### src/rtl/lkvc_pkg.sv
`default_nettype none
package lkvc_pkg;

    localparam int OP_W       = 4;
    localparam int KEY_W      = 32;
    localparam int VALUE_W    = 64;
    localparam int TYPE_W     = 2;
    localparam int KIND_W     = 3;
    localparam int OUT_CNT_W  = 5;
    localparam int CFG_ADDR_W = 1;
    localparam int CFG_DATA_W = 5;

    localparam logic [OP_W-1:0] OP_GET       = 4'd0;
    localparam logic [OP_W-1:0] OP_FILL      = 4'd1;
    localparam logic [OP_W-1:0] OP_SET       = 4'd2;
    localparam logic [OP_W-1:0] OP_DELETE    = 4'd3;
    localparam logic [OP_W-1:0] OP_EXISTS    = 4'd4;
    localparam logic [OP_W-1:0] OP_INV_KEY   = 4'd5;
    localparam logic [OP_W-1:0] OP_INV_ALL   = 4'd6;
    localparam logic [OP_W-1:0] OP_FLUSH_ALL = 4'd7;
    localparam logic [OP_W-1:0] OP_CLEAR     = 4'd8;

    localparam logic [KIND_W-1:0] KIND_ACK    = 3'd0;
    localparam logic [KIND_W-1:0] KIND_HIT    = 3'd1;
    localparam logic [KIND_W-1:0] KIND_FETCH  = 3'd2;
    localparam logic [KIND_W-1:0] KIND_WRITE  = 3'd3;
    localparam logic [KIND_W-1:0] KIND_REMOVE = 3'd4;

    localparam logic [CFG_ADDR_W-1:0] REG_WRITE_POLICY   = 1'd0;
    localparam logic [CFG_ADDR_W-1:0] REG_ACTIVE_ENTRIES = 1'd1;

    typedef enum logic [3:0] {
        S_IDLE, S_LOOK, S_DISPATCH, S_SCAN, S_EVICT, S_EVICT2, S_INV,
        S_WALK, S_WALK_WB, S_EMIT_WB, S_EMIT_HIT, S_EMIT_MISS, S_EMIT_STW,
        S_EMIT_REM, S_ACK
    } state_t;

    typedef struct packed {
        logic              latch_in;
        logic              lookup;
        logic              touch;
        logic              set_hit;
        logic              insert;
        logic              evict;
        logic              drop;
        logic              capture;
        logic              scan_init;
        logic              scan_step;
        logic              walk_init;
        logic              walk_next;
        logic              clear_dirty_slot;
        logic              clear_all;
        logic              zero_vcnt;
        logic              zero_dcnt;
        logic              emit;
        logic [KIND_W-1:0] emit_kind;
        logic              emit_last;
    } cmd_t;

    typedef struct packed {
        logic [OP_W-1:0] op;
        logic            hit;
        logic            free_found;
        logic            wp;
        logic            slot_dirty;
        logic            walk_end;
        logic            scan_end;
        logic            out_free;
    } status_t;

    function automatic logic [VALUE_W-1:0] width_mask(logic [TYPE_W-1:0] t);
        logic [VALUE_W-1:0] m;
        case (t)
            2'd0:    m = 64'h0000_0000_0000_00FF;
            2'd1:    m = 64'h0000_0000_0000_FFFF;
            2'd2:    m = 64'h0000_0000_FFFF_FFFF;
            default: m = 64'hFFFF_FFFF_FFFF_FFFF;
        endcase
        return m;
    endfunction

endpackage
`default_nettype wire

### src/rtl/lkvc_ctrl.sv
`default_nettype none
module lkvc_ctrl
    import lkvc_pkg::*;
(
    input  wire logic    aclk,
    input  wire logic    aresetn,
    input  wire logic    in_valid,
    output logic         in_ready,
    input  wire status_t st,
    output cmd_t         cmd
);

    state_t state_reg, state_next;
    logic   is_walk;
    logic   set_wt;

    assign is_walk = (st.op == OP_INV_ALL) || (st.op == OP_FLUSH_ALL);
    assign set_wt  = (st.op == OP_SET) && st.wp;

    always_ff @(posedge aclk) begin
        if (!aresetn) begin
            state_reg <= S_IDLE;
        end else begin
            state_reg <= state_next;
        end
    end

    always_comb begin
        state_next = state_reg;
        unique case (state_reg)
            S_IDLE:     if (in_valid) state_next = S_LOOK;
            S_LOOK:     state_next = S_DISPATCH;
            S_DISPATCH: begin
                unique case (st.op) inside
                    OP_GET:    state_next = st.hit ? S_EMIT_HIT : S_EMIT_MISS;
                    OP_FILL: begin
                        if (st.hit) state_next = S_ACK;
                        else state_next = st.free_found ? S_ACK : S_SCAN;
                    end
                    OP_SET: begin
                        if (st.hit || st.free_found) state_next = set_wt ? S_EMIT_STW : S_ACK;
                        else state_next = S_SCAN;
                    end
                    OP_DELETE:  state_next = S_EMIT_REM;
                    OP_INV_KEY: state_next = st.hit ? S_INV : S_ACK;
                    OP_INV_ALL, OP_FLUSH_ALL: state_next = S_WALK;
                    default:    state_next = S_ACK;
                endcase
            end
            S_SCAN:     if (st.scan_end) state_next = S_EVICT;
            S_EVICT:    state_next = S_EVICT2;
            S_EVICT2: begin
                if (st.slot_dirty) state_next = S_EMIT_WB;
                else state_next = set_wt ? S_EMIT_STW : S_ACK;
            end
            S_INV:      state_next = st.slot_dirty ? S_EMIT_WB : S_ACK;
            S_WALK: begin
                if (st.slot_dirty) state_next = S_WALK_WB;
                else if (st.walk_end) state_next = S_ACK;
            end
            S_WALK_WB:  state_next = S_EMIT_WB;
            S_EMIT_WB: begin
                if (st.out_free) begin
                    if (is_walk) state_next = st.walk_end ? S_ACK : S_WALK;
                    else state_next = set_wt ? S_EMIT_STW : S_ACK;
                end
            end
            S_EMIT_HIT, S_EMIT_MISS: if (st.out_free) state_next = S_IDLE;
            S_EMIT_STW, S_EMIT_REM:  if (st.out_free) state_next = S_ACK;
            S_ACK:      if (st.out_free) state_next = S_IDLE;
            default:    state_next = S_IDLE;
        endcase
    end

    always_comb begin
        cmd      = '0;
        in_ready = (state_reg == S_IDLE);
        unique case (state_reg)
            S_IDLE:     cmd.latch_in = in_valid;
            S_LOOK:     cmd.lookup = 1'b1;
            S_DISPATCH: begin
                unique case (st.op) inside
                    OP_GET:  cmd.touch = st.hit;
                    OP_FILL: begin
                        cmd.insert    = !st.hit && st.free_found;
                        cmd.scan_init = !st.hit && !st.free_found;
                    end
                    OP_SET: begin
                        cmd.set_hit   = st.hit;
                        cmd.insert    = !st.hit && st.free_found;
                        cmd.scan_init = !st.hit && !st.free_found;
                    end
                    OP_DELETE:  cmd.drop = st.hit;
                    OP_INV_ALL: begin
                        cmd.walk_init = 1'b1;
                        cmd.zero_vcnt = 1'b1;
                        cmd.zero_dcnt = 1'b1;
                    end
                    OP_FLUSH_ALL: begin
                        cmd.walk_init = 1'b1;
                        cmd.zero_dcnt = 1'b1;
                    end
                    OP_CLEAR: begin
                        cmd.clear_all = 1'b1;
                        cmd.zero_vcnt = 1'b1;
                        cmd.zero_dcnt = 1'b1;
                    end
                    default: ;
                endcase
            end
            S_SCAN:     cmd.scan_step = 1'b1;
            S_EVICT:    ;
            S_EVICT2: begin
                cmd.capture = 1'b1;
                cmd.insert  = 1'b1;
                cmd.evict   = 1'b1;
            end
            S_INV: begin
                cmd.capture = 1'b1;
                cmd.drop    = 1'b1;
            end
            S_WALK: begin
                if (!st.slot_dirty) begin
                    if (st.walk_end) cmd.clear_all = (st.op == OP_INV_ALL);
                    else cmd.walk_next = 1'b1;
                end
            end
            S_WALK_WB: begin
                cmd.capture          = 1'b1;
                cmd.clear_dirty_slot = 1'b1;
            end
            S_EMIT_WB: begin
                cmd.emit      = st.out_free;
                cmd.emit_kind = KIND_WRITE;
                if (st.out_free && is_walk) begin
                    if (st.walk_end) cmd.clear_all = (st.op == OP_INV_ALL);
                    else cmd.walk_next = 1'b1;
                end
            end
            S_EMIT_HIT: begin
                cmd.emit      = st.out_free;
                cmd.emit_kind = KIND_HIT;
                cmd.emit_last = 1'b1;
            end
            S_EMIT_MISS: begin
                cmd.emit      = st.out_free;
                cmd.emit_kind = KIND_FETCH;
                cmd.emit_last = 1'b1;
            end
            S_EMIT_STW: begin
                cmd.emit      = st.out_free;
                cmd.emit_kind = KIND_WRITE;
            end
            S_EMIT_REM: begin
                cmd.emit      = st.out_free;
                cmd.emit_kind = KIND_REMOVE;
            end
            S_ACK: begin
                cmd.emit      = st.out_free;
                cmd.emit_kind = KIND_ACK;
                cmd.emit_last = 1'b1;
            end
            default: ;
        endcase
    end

endmodule
`default_nettype wire

### src/rtl/lkvc_dpath.sv
`default_nettype none
module lkvc_dpath
    import lkvc_pkg::*;
#(
    parameter int ENTRIES  = 16,
    parameter int KEY_BITS = 32
) (
    input  wire logic                  aclk,
    input  wire logic                  aresetn,
    input  wire cmd_t                  cmd,
    output status_t                    st,
    input  wire logic [OP_W-1:0]       in_op,
    input  wire logic [KEY_W-1:0]      in_key,
    input  wire logic [VALUE_W-1:0]    in_value,
    input  wire logic [TYPE_W-1:0]     in_type,
    input  wire logic                  cfg_we,
    input  wire logic [CFG_ADDR_W-1:0] cfg_addr,
    input  wire logic [CFG_DATA_W-1:0] cfg_wdata,
    input  wire logic                  out_ready,
    output logic                       out_valid,
    output logic [KIND_W-1:0]          out_kind,
    output logic [KEY_W-1:0]           out_key,
    output logic [VALUE_W-1:0]         out_value,
    output logic [TYPE_W-1:0]          out_type,
    output logic                       out_present,
    output logic [OUT_CNT_W-1:0]       out_live_count,
    output logic [OUT_CNT_W-1:0]       out_dirty_count,
    output logic                       out_last
);

    localparam int TAG_W  = (KEY_BITS < KEY_W) ? KEY_BITS : KEY_W;
    localparam int IDX_W  = $clog2(ENTRIES);
    localparam int CNT_W  = $clog2(ENTRIES + 1);
    localparam int WORD_W = TYPE_W + VALUE_W;

    // Configuration
    logic                 wp_reg;
    logic [CFG_DATA_W-1:0] ae_reg;
    logic [CNT_W-1:0]     lim;
    logic [IDX_W-1:0]     lim_m1;

    // Latched item
    logic [OP_W-1:0]      op_reg;
    logic [TAG_W-1:0]     key_reg;
    logic [VALUE_W-1:0]   val_reg;
    logic [TYPE_W-1:0]    vt_reg;

    // Entry state
    logic [ENTRIES-1:0]   valid_reg, valid_next;
    logic [ENTRIES-1:0]   dirty_reg, dirty_next;
    logic [IDX_W-1:0]     rank_reg [ENTRIES];
    logic [IDX_W-1:0]     rank_next [ENTRIES];
    logic [TAG_W-1:0]     tag_reg [ENTRIES];
    logic [CNT_W-1:0]     vcnt_reg, vcnt_next;
    logic [CNT_W-1:0]     dcnt_reg, dcnt_next;
    logic [WORD_W-1:0]    mem [ENTRIES];
    logic [WORD_W-1:0]    rdata_reg;

    // Lookup, scan and write-back capture
    logic                 hit_reg, present_reg, free_found_reg;
    logic [IDX_W-1:0]     slot_reg;
    logic [IDX_W-1:0]     scan_reg, best_reg;
    logic [IDX_W-1:0]     best_rank_reg;
    logic [TAG_W-1:0]     wb_key_reg;
    logic [WORD_W-1:0]    wb_word_reg;

    logic                 hit_any, free_any;
    logic [IDX_W-1:0]     hit_idx, free_idx, victim;
    logic [IDX_W-1:0]     rs;
    logic                 mark_dirty;
    logic                 mem_we;
    logic                 out_valid_reg;
    logic                 wb_pending_reg;

    always_comb begin
        if (ae_reg == '0) lim = CNT_W'(1);
        else if (int'(ae_reg) > ENTRIES) lim = CNT_W'(ENTRIES);
        else lim = CNT_W'(ae_reg);
    end
    assign lim_m1 = IDX_W'(lim - CNT_W'(1));

    always_ff @(posedge aclk) begin
        if (!aresetn) begin
            wp_reg <= 1'b0;
            ae_reg <= CFG_DATA_W'(16);
        end else if (cfg_we) begin
            case (cfg_addr)
                REG_WRITE_POLICY:   wp_reg <= cfg_wdata[0];
                REG_ACTIVE_ENTRIES: ae_reg <= cfg_wdata;
                default: ;
            endcase
        end
    end

    always_ff @(posedge aclk) begin
        if (cmd.latch_in) begin
            op_reg  <= in_op;
            key_reg <= in_key[TAG_W-1:0];
            val_reg <= in_value & width_mask(in_type);
            vt_reg  <= in_type;
        end
    end

    // Parallel tag compare and first free slot below the allocation limit.
    always_comb begin
        hit_any  = 1'b0;
        free_any = 1'b0;
        hit_idx  = '0;
        free_idx = '0;
        for (int j = ENTRIES - 1; j >= 0; j--) begin
            if (valid_reg[j] && (tag_reg[j] == key_reg)) begin
                hit_any = 1'b1;
                hit_idx = IDX_W'(j);
            end
            if (!valid_reg[j] && (j < int'(lim))) begin
                free_any = 1'b1;
                free_idx = IDX_W'(j);
            end
        end
    end

    assign victim = (rank_reg[scan_reg] > best_rank_reg) ? scan_reg : best_reg;

    always_ff @(posedge aclk) begin
        if (cmd.lookup) begin
            hit_reg        <= hit_any;
            present_reg    <= hit_any && (op_reg <= OP_INV_KEY);
            free_found_reg <= free_any;
        end
        if (cmd.lookup) slot_reg <= hit_any ? hit_idx : free_idx;
        else if (cmd.scan_step && (scan_reg == lim_m1)) slot_reg <= victim;
        else if (cmd.walk_init) slot_reg <= '0;
        else if (cmd.walk_next) slot_reg <= slot_reg + IDX_W'(1);
        if (cmd.scan_init) begin
            scan_reg      <= '0;
            best_reg      <= '0;
            best_rank_reg <= rank_reg[0];
        end else if (cmd.scan_step) begin
            scan_reg      <= scan_reg + IDX_W'(1);
            best_reg      <= victim;
            best_rank_reg <= rank_reg[victim];
        end
        if (cmd.capture) begin
            wb_key_reg  <= tag_reg[slot_reg];
            wb_word_reg <= rdata_reg;
        end
    end

    assign rs         = rank_reg[slot_reg];
    assign mark_dirty = (op_reg == OP_SET) && !wp_reg;
    assign mem_we     = cmd.insert || cmd.set_hit;

    always_comb begin
        valid_next = valid_reg;
        dirty_next = dirty_reg;
        rank_next  = rank_reg;
        vcnt_next  = vcnt_reg;
        dcnt_next  = dcnt_reg;
        if (cmd.touch || cmd.set_hit) begin
            for (int j = 0; j < ENTRIES; j++) begin
                if (valid_reg[j] && (rank_reg[j] < rs)) rank_next[j] = rank_reg[j] + IDX_W'(1);
            end
            rank_next[slot_reg] = '0;
        end
        if (cmd.set_hit) begin
            if (wp_reg) begin
                if (dirty_reg[slot_reg]) begin
                    dirty_next[slot_reg] = 1'b0;
                    dcnt_next            = dcnt_reg - CNT_W'(1);
                end
            end else if (!dirty_reg[slot_reg]) begin
                dirty_next[slot_reg] = 1'b1;
                dcnt_next            = dcnt_reg + CNT_W'(1);
            end
        end
        if (cmd.drop) begin
            for (int j = 0; j < ENTRIES; j++) begin
                if ((j != int'(slot_reg)) && valid_reg[j] && (rank_reg[j] > rs))
                    rank_next[j] = rank_reg[j] - IDX_W'(1);
            end
            valid_next[slot_reg] = 1'b0;
            dirty_next[slot_reg] = 1'b0;
            rank_next[slot_reg]  = '0;
            vcnt_next = vcnt_reg - CNT_W'(1);
            dcnt_next = dcnt_reg - CNT_W'(dirty_reg[slot_reg]);
        end
        if (cmd.insert) begin
            // An eviction drops the victim and ages the rest in one step.
            for (int j = 0; j < ENTRIES; j++) begin
                if ((j != int'(slot_reg)) && valid_reg[j])
                    rank_next[j] = rank_reg[j] + IDX_W'(1)
                                 - IDX_W'(cmd.evict && (rank_reg[j] > rs));
            end
            valid_next[slot_reg] = 1'b1;
            dirty_next[slot_reg] = mark_dirty;
            rank_next[slot_reg]  = '0;
            if (!cmd.evict) vcnt_next = vcnt_reg + CNT_W'(1);
            dcnt_next = dcnt_reg - CNT_W'(cmd.evict && dirty_reg[slot_reg])
                      + CNT_W'(mark_dirty);
        end
        if (cmd.clear_dirty_slot) dirty_next[slot_reg] = 1'b0;
        if (cmd.clear_all) begin
            valid_next = '0;
            dirty_next = '0;
            for (int j = 0; j < ENTRIES; j++) rank_next[j] = '0;
        end
        if (cmd.zero_vcnt) vcnt_next = '0;
        if (cmd.zero_dcnt) dcnt_next = '0;
    end

    always_ff @(posedge aclk) begin
        if (!aresetn) begin
            valid_reg <= '0;
            dirty_reg <= '0;
            vcnt_reg  <= '0;
            dcnt_reg  <= '0;
            for (int j = 0; j < ENTRIES; j++) rank_reg[j] <= '0;
        end else begin
            valid_reg <= valid_next;
            dirty_reg <= dirty_next;
            vcnt_reg  <= vcnt_next;
            dcnt_reg  <= dcnt_next;
            rank_reg  <= rank_next;
        end
    end

    always_ff @(posedge aclk) begin
        if (cmd.insert) tag_reg[slot_reg] <= key_reg;
    end

    always_ff @(posedge aclk) begin
        if (mem_we) mem[slot_reg] <= {vt_reg, val_reg};
        rdata_reg <= mem[slot_reg];
    end

    // A store write for a set comes from the item; eviction, invalidate and flush
    // write-backs come from the captured entry. A captured dirty entry stays pending
    // until its write-back is sent, so the set's own write is the one seen with none pending.
    always_ff @(posedge aclk) begin
        if (!aresetn) begin
            wb_pending_reg <= 1'b0;
        end else if (cmd.capture) begin
            wb_pending_reg <= dirty_reg[slot_reg];
        end else if (cmd.emit && (cmd.emit_kind == KIND_WRITE)) begin
            wb_pending_reg <= 1'b0;
        end else if (cmd.latch_in) begin
            wb_pending_reg <= 1'b0;
        end
    end

    function automatic logic state_is_stw(cmd_t c);
        return !wb_pending_reg && !c.emit_last;
    endfunction

    // Result register
    always_ff @(posedge aclk) begin
        if (!aresetn) begin
            out_valid_reg <= 1'b0;
        end else if (cmd.emit) begin
            out_valid_reg <= 1'b1;
        end else if (out_ready) begin
            out_valid_reg <= 1'b0;
        end
    end

    always_ff @(posedge aclk) begin
        if (cmd.emit) begin
            out_kind        <= cmd.emit_kind;
            out_last        <= cmd.emit_last;
            out_present     <= present_reg;
            out_live_count  <= OUT_CNT_W'(vcnt_next);
            out_dirty_count <= OUT_CNT_W'(dcnt_next);
            case (cmd.emit_kind)
                KIND_HIT: begin
                    out_key   <= KEY_W'(key_reg);
                    out_value <= rdata_reg[VALUE_W-1:0];
                    out_type  <= rdata_reg[WORD_W-1:VALUE_W];
                end
                KIND_FETCH: begin
                    out_key   <= KEY_W'(key_reg);
                    out_value <= '0;
                    out_type  <= vt_reg;
                end
                KIND_WRITE: begin
                    if ((op_reg == OP_SET) && (state_is_stw(cmd))) begin
                        out_key   <= KEY_W'(key_reg);
                        out_value <= val_reg;
                        out_type  <= vt_reg;
                    end else begin
                        out_key   <= KEY_W'(wb_key_reg);
                        out_value <= wb_word_reg[VALUE_W-1:0];
                        out_type  <= wb_word_reg[WORD_W-1:VALUE_W];
                    end
                end
                default: begin
                    out_key   <= KEY_W'(key_reg);
                    out_value <= '0;
                    out_type  <= '0;
                end
            endcase
        end
    end

    assign out_valid     = out_valid_reg;
    assign st.op         = op_reg;
    assign st.hit        = hit_reg;
    assign st.free_found = free_found_reg;
    assign st.wp         = wp_reg;
    assign st.slot_dirty = dirty_reg[slot_reg];
    assign st.walk_end   = (slot_reg == IDX_W'(ENTRIES - 1));
    assign st.scan_end   = (scan_reg == lim_m1);
    assign st.out_free   = !out_valid_reg || out_ready;

    a_vcnt_range: assert property (@(posedge aclk) disable iff (!aresetn)
        vcnt_reg <= CNT_W'(ENTRIES))
        else $error("entry count above capacity");
    a_dirty_le_valid: assert property (@(posedge aclk) disable iff (!aresetn)
        dcnt_reg <= vcnt_reg)
        else $error("dirty count above entry count");
    a_dirty_subset: assert property (@(posedge aclk) disable iff (!aresetn)
        (dirty_reg & ~valid_reg) == '0)
        else $error("dirty bit on an invalid entry");
    a_insert_mru: assert property (@(posedge aclk) disable iff (!aresetn)
        cmd.insert |=> (valid_reg[$past(slot_reg)] && (rank_reg[$past(slot_reg)] == '0)))
        else $error("inserted entry is not most recent");

endmodule
`default_nettype wire

### src/rtl/lru_write_back_key_value_cache.sv
// Fully associative LRU key/value cache with write-back or write-through sets.
//
// Channels: items enter on the s_ stream (op, key and value in s_tdata, value
// type in s_tuser) and each item produces one or more result transfers on the
// m_ stream. m_tlast marks the final result of an item; m_tuser carries the
// result kind and the value width code. Configuration is a plain write port
// (write_policy at index 0, active_entries at index 1), written while idle.
//
// Items are processed one at a time. After the input transfer an item passes
// through the lookup and decode states; a get's result is then registered from
// its emit state, and the next item is accepted back in idle. Each further
// result has its own emit state, which waits while the output register is
// full. An allocation that must evict scans the LRU ranks one slot per cycle
// over the active slots. Flush all and invalidate all walk every slot, one per
// cycle for clean slots; a dirty slot's write-back is sent before moving on.
//
// Reset clears all valid, dirty and rank state at once; no clearing pass.
// When the receiver stalls, the result register holds and the sequencer waits;
// the next item is taken as soon as the last result is loaded into the output
// register, so that register decouples the two sides.
`default_nettype none
module lru_write_back_key_value_cache
    import lkvc_pkg::*;
#(
    parameter int ENTRIES  = 16,
    parameter int KEY_BITS = 32
) (
    input  wire logic                  aclk,
    input  wire logic                  aresetn,
    input  wire logic                  s_tvalid,
    output logic                       s_tready,
    input  wire logic [103:0]          s_tdata,  // op[3:0], key[35:4], value[99:36], zero pad
    input  wire logic [1:0]            s_tuser,  // value_type[1:0]
    output logic                       m_tvalid,
    input  wire logic                  m_tready,
    output logic [111:0]               m_tdata,  // out_key[31:0], out_value[95:32],
                                                 // present[96], live_count[101:97],
                                                 // dirty_count[106:102], zero pad
    output logic [4:0]                 m_tuser,  // kind[2:0], out_type[4:3]
    output logic                       m_tlast,
    input  wire logic                  cfg_we,
    input  wire logic [CFG_ADDR_W-1:0] cfg_addr,
    input  wire logic [CFG_DATA_W-1:0] cfg_wdata
);

    cmd_t                  cmd;
    status_t               st;
    logic [KIND_W-1:0]     kind;
    logic [KEY_W-1:0]      okey;
    logic [VALUE_W-1:0]    oval;
    logic [TYPE_W-1:0]     otype;
    logic                  opresent;
    logic [OUT_CNT_W-1:0]  ecount, dcount;

    // The controller sequences each op; the datapath holds all entry state.
    lkvc_ctrl u_ctrl (
        .aclk     (aclk),
        .aresetn  (aresetn),
        .in_valid (s_tvalid),
        .in_ready (s_tready),
        .st       (st),
        .cmd      (cmd)
    );

    lkvc_dpath #(
        .ENTRIES  (ENTRIES),
        .KEY_BITS (KEY_BITS)
    ) u_dpath (
        .aclk            (aclk),
        .aresetn         (aresetn),
        .cmd             (cmd),
        .st              (st),
        .in_op           (s_tdata[3:0]),
        .in_key          (s_tdata[35:4]),
        .in_value        (s_tdata[99:36]),
        .in_type         (s_tuser),
        .cfg_we          (cfg_we),
        .cfg_addr        (cfg_addr),
        .cfg_wdata       (cfg_wdata),
        .out_ready       (m_tready),
        .out_valid       (m_tvalid),
        .out_kind        (kind),
        .out_key         (okey),
        .out_value       (oval),
        .out_type        (otype),
        .out_present     (opresent),
        .out_live_count  (ecount),
        .out_dirty_count (dcount),
        .out_last        (m_tlast)
    );

    // Result packing, highest field first.
    assign m_tdata = {5'd0, dcount, ecount, opresent, oval, okey};
    assign m_tuser = {otype, kind};

endmodule
`default_nettype wire
### config.mk
export PLATFORM = sky130hd
export DESIGN_NAME = lru_write_back_key_value_cache
export DESIGN_NICKNAME = d
export VERILOG_FILES = /design/src/rtl/lkvc_pkg.sv /design/src/rtl/lkvc_ctrl.sv /design/src/rtl/lkvc_dpath.sv /design/src/rtl/lru_write_back_key_value_cache.sv
export SDC_FILE = /design/constraint.sdc
export NUM_CORES = 2
export LEC_CHECK = 0
export BUFFER_PORTS_ARGS = -buffer_cell sky130_fd_sc_hd__buf_2
export CAP_MARGIN = 0
export CORE_UTILIZATION = 63
export CTS_BUF_LIST = sky130_fd_sc_hd__clkbuf_16
export CTS_CLUSTER_DIAMETER = 100
export DETAILED_ROUTE_END_ITERATION = 8
export HOLD_SLACK_MARGIN = 0.12
export PLACE_DENSITY = 0.8
export SETUP_SLACK_MARGIN = 0.05
export SLEW_MARGIN = 20
export SYNTH_ARGS = -nofsm -noshare
export SYNTH_HDL_FRONTEND = slang
export SYNTH_SLANG_ARGS = --single-unit
### constraint.sdc
create_clock -name aclk -period 11.8 [get_ports aclk]
set_input_delay 2.36 -clock aclk [delete_from_list [all_inputs] [get_ports aclk]]
set_output_delay 2.36 -clock aclk [all_outputs]
set_load 0.005 [all_outputs]
Word level (Yosys, flattened, before mapping)
Memories as Yosys holds them, arrays and structs flattened. A register that Yosys moved wholly into a read port is not among the register bits. Cells that the tools add are included.

Bits in writable memories: 1568. Bits in registers: 418. Memories: 2. Bits of input ports: 117. Word-level logic and storage cells: 663. Output and inout bits: 120.

Memories: u_dpath.mem (words 16, width 66, rd ports 1, clocked after Yosys merged registers in 1, wr ports 1, line lkvc_dpath.sv:56) `logic [WORD_W-1:0] mem [ENTRIES];`; u_dpath.tag_reg (words 16, width 32, rd ports 17, clocked after Yosys merged registers in 1, wr ports 1, line lkvc_dpath.sv:53) `logic [TAG_W-1:0] tag_reg [ENTRIES];`.

Equal/unequal tests: 65. Order comparisons: 57. Multiplexer cells: 261. Add/subtract/negate cells: 58. Bitwise operators: 17. Reductions and logical operators: 158.

Operator list (number): 4-bit two-way mux (157); 32-bit == test (16); 64-bit two-way mux (5); 64-bit AND (4); 64-bit one-hot mux with 3 select lines (1); 16-bit two-way mux (9); 64-bit one-hot mux with 2 select lines (1); 1-bit logical AND (109); 4-bit by 1-bit adder with 4-bit output (second input constant) (18); 4-bit > comparator (17); 4-bit by 1-bit subtractor with 4-bit output (second input constant) (17); 5-bit two-way mux (13); 16-bit AND (4); 4-bit less-than comparator (16); 32-bit two-way mux (2); 64-bit inverter (1); 4-bit by 1-bit subtractor with 4-bit output (16); 1-bit two-way mux (53); 4-bit binary-select mux with 4-bit select (3); 4-bit one-hot mux with 12 select lines (1); 4-bit by 5-bit less-than comparator with 1-bit output (first input constant) (8); 4-bit == test (second input constant) (9); 4-bit inequality test (first input constant) (8); 16-bit OR (2); other kinds (54) (126).

Depth between registers and ports, before layout
Word-level depth: 23. Gate-level depth with buffers: 20. Depth with buffers taken out: 18.

Cells and area by module
From an unflattened synthesis, not the netlist that was laid out.

Cell total of the unflattened synthesis: 5930. Area, all modules: 94499.4 sq um.

By module, submodules not included: lkvc_dpath (cells an instance 5805, instances 1, seq. area each 60578.1 sq um, area an instance 93672.3 sq um); lkvc_ctrl (cells an instance 118, instances 1, seq. area each 80.1 sq um, area an instance 778.2 sq um); lru_write_back_key_value_cache (cells an instance 7, instances 1, seq. area each 0.0 sq um, area an instance 48.8 sq um).

Worst setup path after synthesis
Ideal clock, no wire load.

Path kind: register -> register. Start: register u_ctrl.state_reg[2]. End: register u_dpath.wb_pending_reg. Buffers on the path: 1. Setup slack: 2.892 ns. Required time: 11.652 ns. Arrival time: 8.760 ns. Library setup time: 0.148 ns. Cell stages (with the launch flop): 9. Period minus slack after synthesis: 8.908 ns. Path through: dfxtp_1 > buf_2 > inv_1 > nor2_1 > nand2_1 > o21a_1 > o21ai_0 > or4_1 > a21boi_0.

RTL lines: from (decl) (line lkvc_ctrl.sv:13) `state_t state_reg, state_next;`; from (signal assigned) (line lkvc_ctrl.sv:24) `state_reg <= state_next;`; to (signal assigned) (line lkvc_dpath.sv:243) `wb_pending_reg <= dirty_reg[slot_reg];`; to (decl) (line lkvc_dpath.sv:73) `logic wb_pending_reg;`.

Worst setup path after layout
Start: register u_dpath.slot_reg[2]. End: memory u_dpath.mem[6][1] in the netlist's numbering (enable).

RTL lines: from (decl) (line lkvc_dpath.sv:61) `logic [IDX_W-1:0] slot_reg;`; from (signal assigned) (line lkvc_dpath.sv:130) `if (cmd.lookup) slot_reg <= hit_any ? hit_idx : free_idx;`; from (signal assigned) (line lkvc_dpath.sv:131) `else if (cmd.scan_step && (scan_reg == lim_m1)) slot_reg <= victim;`; from (signal assigned) (line lkvc_dpath.sv:133) `else if (cmd.walk_next) slot_reg <= slot_reg + IDX_W'(1);`; to (decl) (line lkvc_dpath.sv:56).

Straight into the memory's write port.

==> results.txt <==
Adder-cell area share of the yosys netlist: 0.02095
Starting Density: 0.6343
Critical Path Stages: 6
Leak: 33.55 nW
Worst hold path class: reg -> reg
Bufs and invs on worst path: 3
Worst-path clk slew: 0.07 ns
IO Port Bufs: 227
Switching Power: 6.336 mW
Comb power frac: 0.229
RSZ-0062 raised after global routing: no
Cell Rows: 140
Max FFs per register: 1056
Syn. warnings: 0
Net count, final: 6054
Setup violators final: 0
Dpl hpwl: 147800 um
Slowest stage cell on the critical path: buf_4
Post-synthesis compound-gate area fraction: 0.04004
Largest net degree at the start of global routing: 110
Post-Route Setup TNS: 0 ns
Slew Limit Headroom: 0.09041
First-pass GRT wire length: 369800 um
Clock power share: 0.312
Most frequent CP cell: buf_4
Peak VDD IR: 0.0002447 V
Placer Congestion: 0.9417
Avg WL per Cell: 32.76 um
CP peak stage delay: 0.97 ns
Post-route minimum period: 5.601 ns
CTS tree: done
Fmax achieved: 0.1785 GHz
Critical-path maximum fanout: 51
CTS H-Tree Depth: 4
Kind of end point of the critical path: flop
Worst-Margin Slew: 1.352 ns
Crit path capture: u_dpath.mem[6][1]
Final Skew: 0.07705 ns
Final Hold Vio Count: 0
Residual DRC: 0
Avg Cell Area, Syn: 16.56 sq um
Sequential area share after synthesis: 0.6569
Most frequent cells in the layout: edfxtp_1 (1892), mux4_2 (534), xor2_1 (396), nand2_1 (239), buf_2 (227)
Reg power frac: 0.459
CTS Sinks: 2084
Core footprint: 0.1456 sq mm
Drt initial violations: 7711
Post-route clock period utilization: 0.4747
TritonRoute pass-1 iters: 8
Number of synthesized flops with an enable pin: 1892
Top post-synthesis cells by area: edfxtp_1 (62%), mux4_2 (13%), dfxtp_1 (4.2%)
GRT Overall Usage: 0.3498
Clock buffer depth: 3
Die height: 384.8 um
Max cap viols: 0
Initial antenna violation count: 28
Async set-or-reset flop fraction in the synthesized netlist: 0
Crit-path leading delay family: buffers and inverters
CTS Hold Bufs: 0
Vias: 54970
Critical R2R Launch: u_dpath.slot_reg[2]
Largest family of logic cells by synthesized area: multiplexers
Synth cell types: 80
RR Endpoint: u_dpath.mem[6][1]
Clock Tree Root: clkbuf_16
Final global-route overflow total: 0
Io pins: 237
Required @ worst endpoint: 12.25 ns
Final WL: 258400 um
Critical path class: reg -> reg
Worst setup startpoint: u_dpath.slot_reg[2]
Share of layout cells above drive strength 1: 0.2166
Switching Share: 0.2996
R2R Setup Slk: 6.20 ns
Post-CTS Resized: 0
Setup Buffers After CTS: 0
Pre-CTS setup slack: 6.279 ns
Worst-path cell chain: buf_4, buf_4, nor2b_1, nand2_1, nor2_4, buf_4
Ys flop type: edfxtp_1
Worst reg2reg path depth: 6
Worst path arrival time: 6.05 ns
Die ar.: 0.1481 sq mm
Vias in the first global route: 54870
DR vias/cell: 6.969
Final Max Slew Viols: 0
Post-Synth Simple-Gate Area: 0.05396
Top-area cell type share of the netlist area: 0.6153
Crit start category: flop
Clk Latency, worst-skew pair: 0.87 ns
Mapped Cells: 5575
Largest area contributor in the netlist: edfxtp_1
DIE WIDTH: 384.8 um
Failing checks: antenna rules
Commonest non-fill, non-tap cell in the layout: edfxtp_1
Xor and xnor area share after synthesis: 0.05786
Area Growth Syn to Fin: 10.84%
Remaining antenna violation count: 1
Total power per unit cell area: 206.6 mW/mm^2
Final WS setup: 6.199 ns
P_int: 14.81 mW
Post-Syn Area: 0.09234 sq mm
CTS buffer count: 201
Multiplexer area fraction after synthesis: 0.1494
Flops & latches, synth: 2084
Status: complete, but fails checks
==> worst min-delay path by stage <==
stage,to,start,slack (ns),cells past startpoint
finish,u_dpath.wb_word_reg[24],u_dpath.rdata_reg[24],0.43,0
global route,u_dpath.wb_word_reg[24],u_dpath.rdata_reg[24],0.44,0
CTS,u_dpath.wb_word_reg[24],u_dpath.rdata_reg[24],0.43,0
detailed placement,u_dpath.wb_word_reg[24],u_dpath.rdata_reg[24],0.42,0
global placement,u_dpath.wb_word_reg[30],u_dpath.rdata_reg[30],0.41,0
floorplan,u_dpath.out_present,u_dpath.present_reg,0.40,0
==> cells in the mapped netlist, types with 8 or more instances <==
cell type,n
edfxtp_1,1892
mux4_2,534
xor2_1,396
nand2_1,239
nor2_1,220
xnor2_1,214
dfxtp_1,192
o21ai_0,191
clkbuf_1,186
ha_1,153
a21oi_1,127
mux2i_1,117
inv_1,98
nor4_1,93
buf_2,77
nand3_1,76
nor3_1,69
nand4_1,66
buf_1,56
mux2_2,53
a22oi_1,52
o21a_1,45
and2_1,42
and3_1,42
nor2b_1,38
o22ai_1,36
a211oi_1,26
buf_4,23
a32oi_1,18
nand2b_1,18
and4_1,17
or3_1,16
a221oi_1,14
or4_1,14
a21boi_0,11
o22a_1,11
a31oi_1,8
buf_6,8
==> metrics by stage <==
step	util	instances	hold slack [ns]	total power, mW	instance area, sq um
floorplan	-	5579	0.4003	12.89	92350
finish	0.7031	7887	0.4284	21.15	102300
detailed placement	0.6558	7494	0.4187	14.49	95470
global route	0.7030	7878	0.4354	21.67	102300
global placement	0.6558	7494	0.4114	14.35	95460
CTS	0.7024	7875	0.4328	21.10	102200
==> logic make-up (layout without fill, tap and decap cells) <==
kind of cell	count (synthesis)	count (layout)
mux	704	704
flops	2084	2084
buf+inv	448	830
simple gates	982	982
fa+ha+maj	154	154
compound gates	592	592
xor+xnor	610	610
other cells	1	14
==> layer usage <==
metal / GRT usage / vias to the layer above / share of wire
li1: - / 22320 / -
met1: 0.4512 / 27830 / 0.35
met2: 0.5599 / 4019 / 0.48
met3: 0.07723 / 777 / 0.11
met4: 0.1867 / 32 / 0.056
met5: 0 / - / 0.00077
==> cell type report <==
cell class / instances / area (sq um)
Tap cell: 1917 / 2399
Clock buffer: 203 / 5080
Antenna cell: 9 / 22.52
Timing Repair Buffer: 351 / 2148
Fill cell: 8689 / 43220
Inverter: 98 / 367.9
Clock inverter: 178 / 1700
Sequential cell: 2084 / 60660
Multi-Input combinational cell: 3047 / 29970
==> power groups by stage <==
stage                     combinational (mW)  sequential [mW]  clock (mW)
after global routing                    5.02             9.76        6.89
after detailed placement                4.68             9.81           0
after CTS                               4.78             9.69        6.62
after floorplan                         3.22             9.67           0
final                                   4.84             9.71        6.59
after global placement                  4.60             9.75           0
Note: power is estimated with default switching activity, not from simulation.
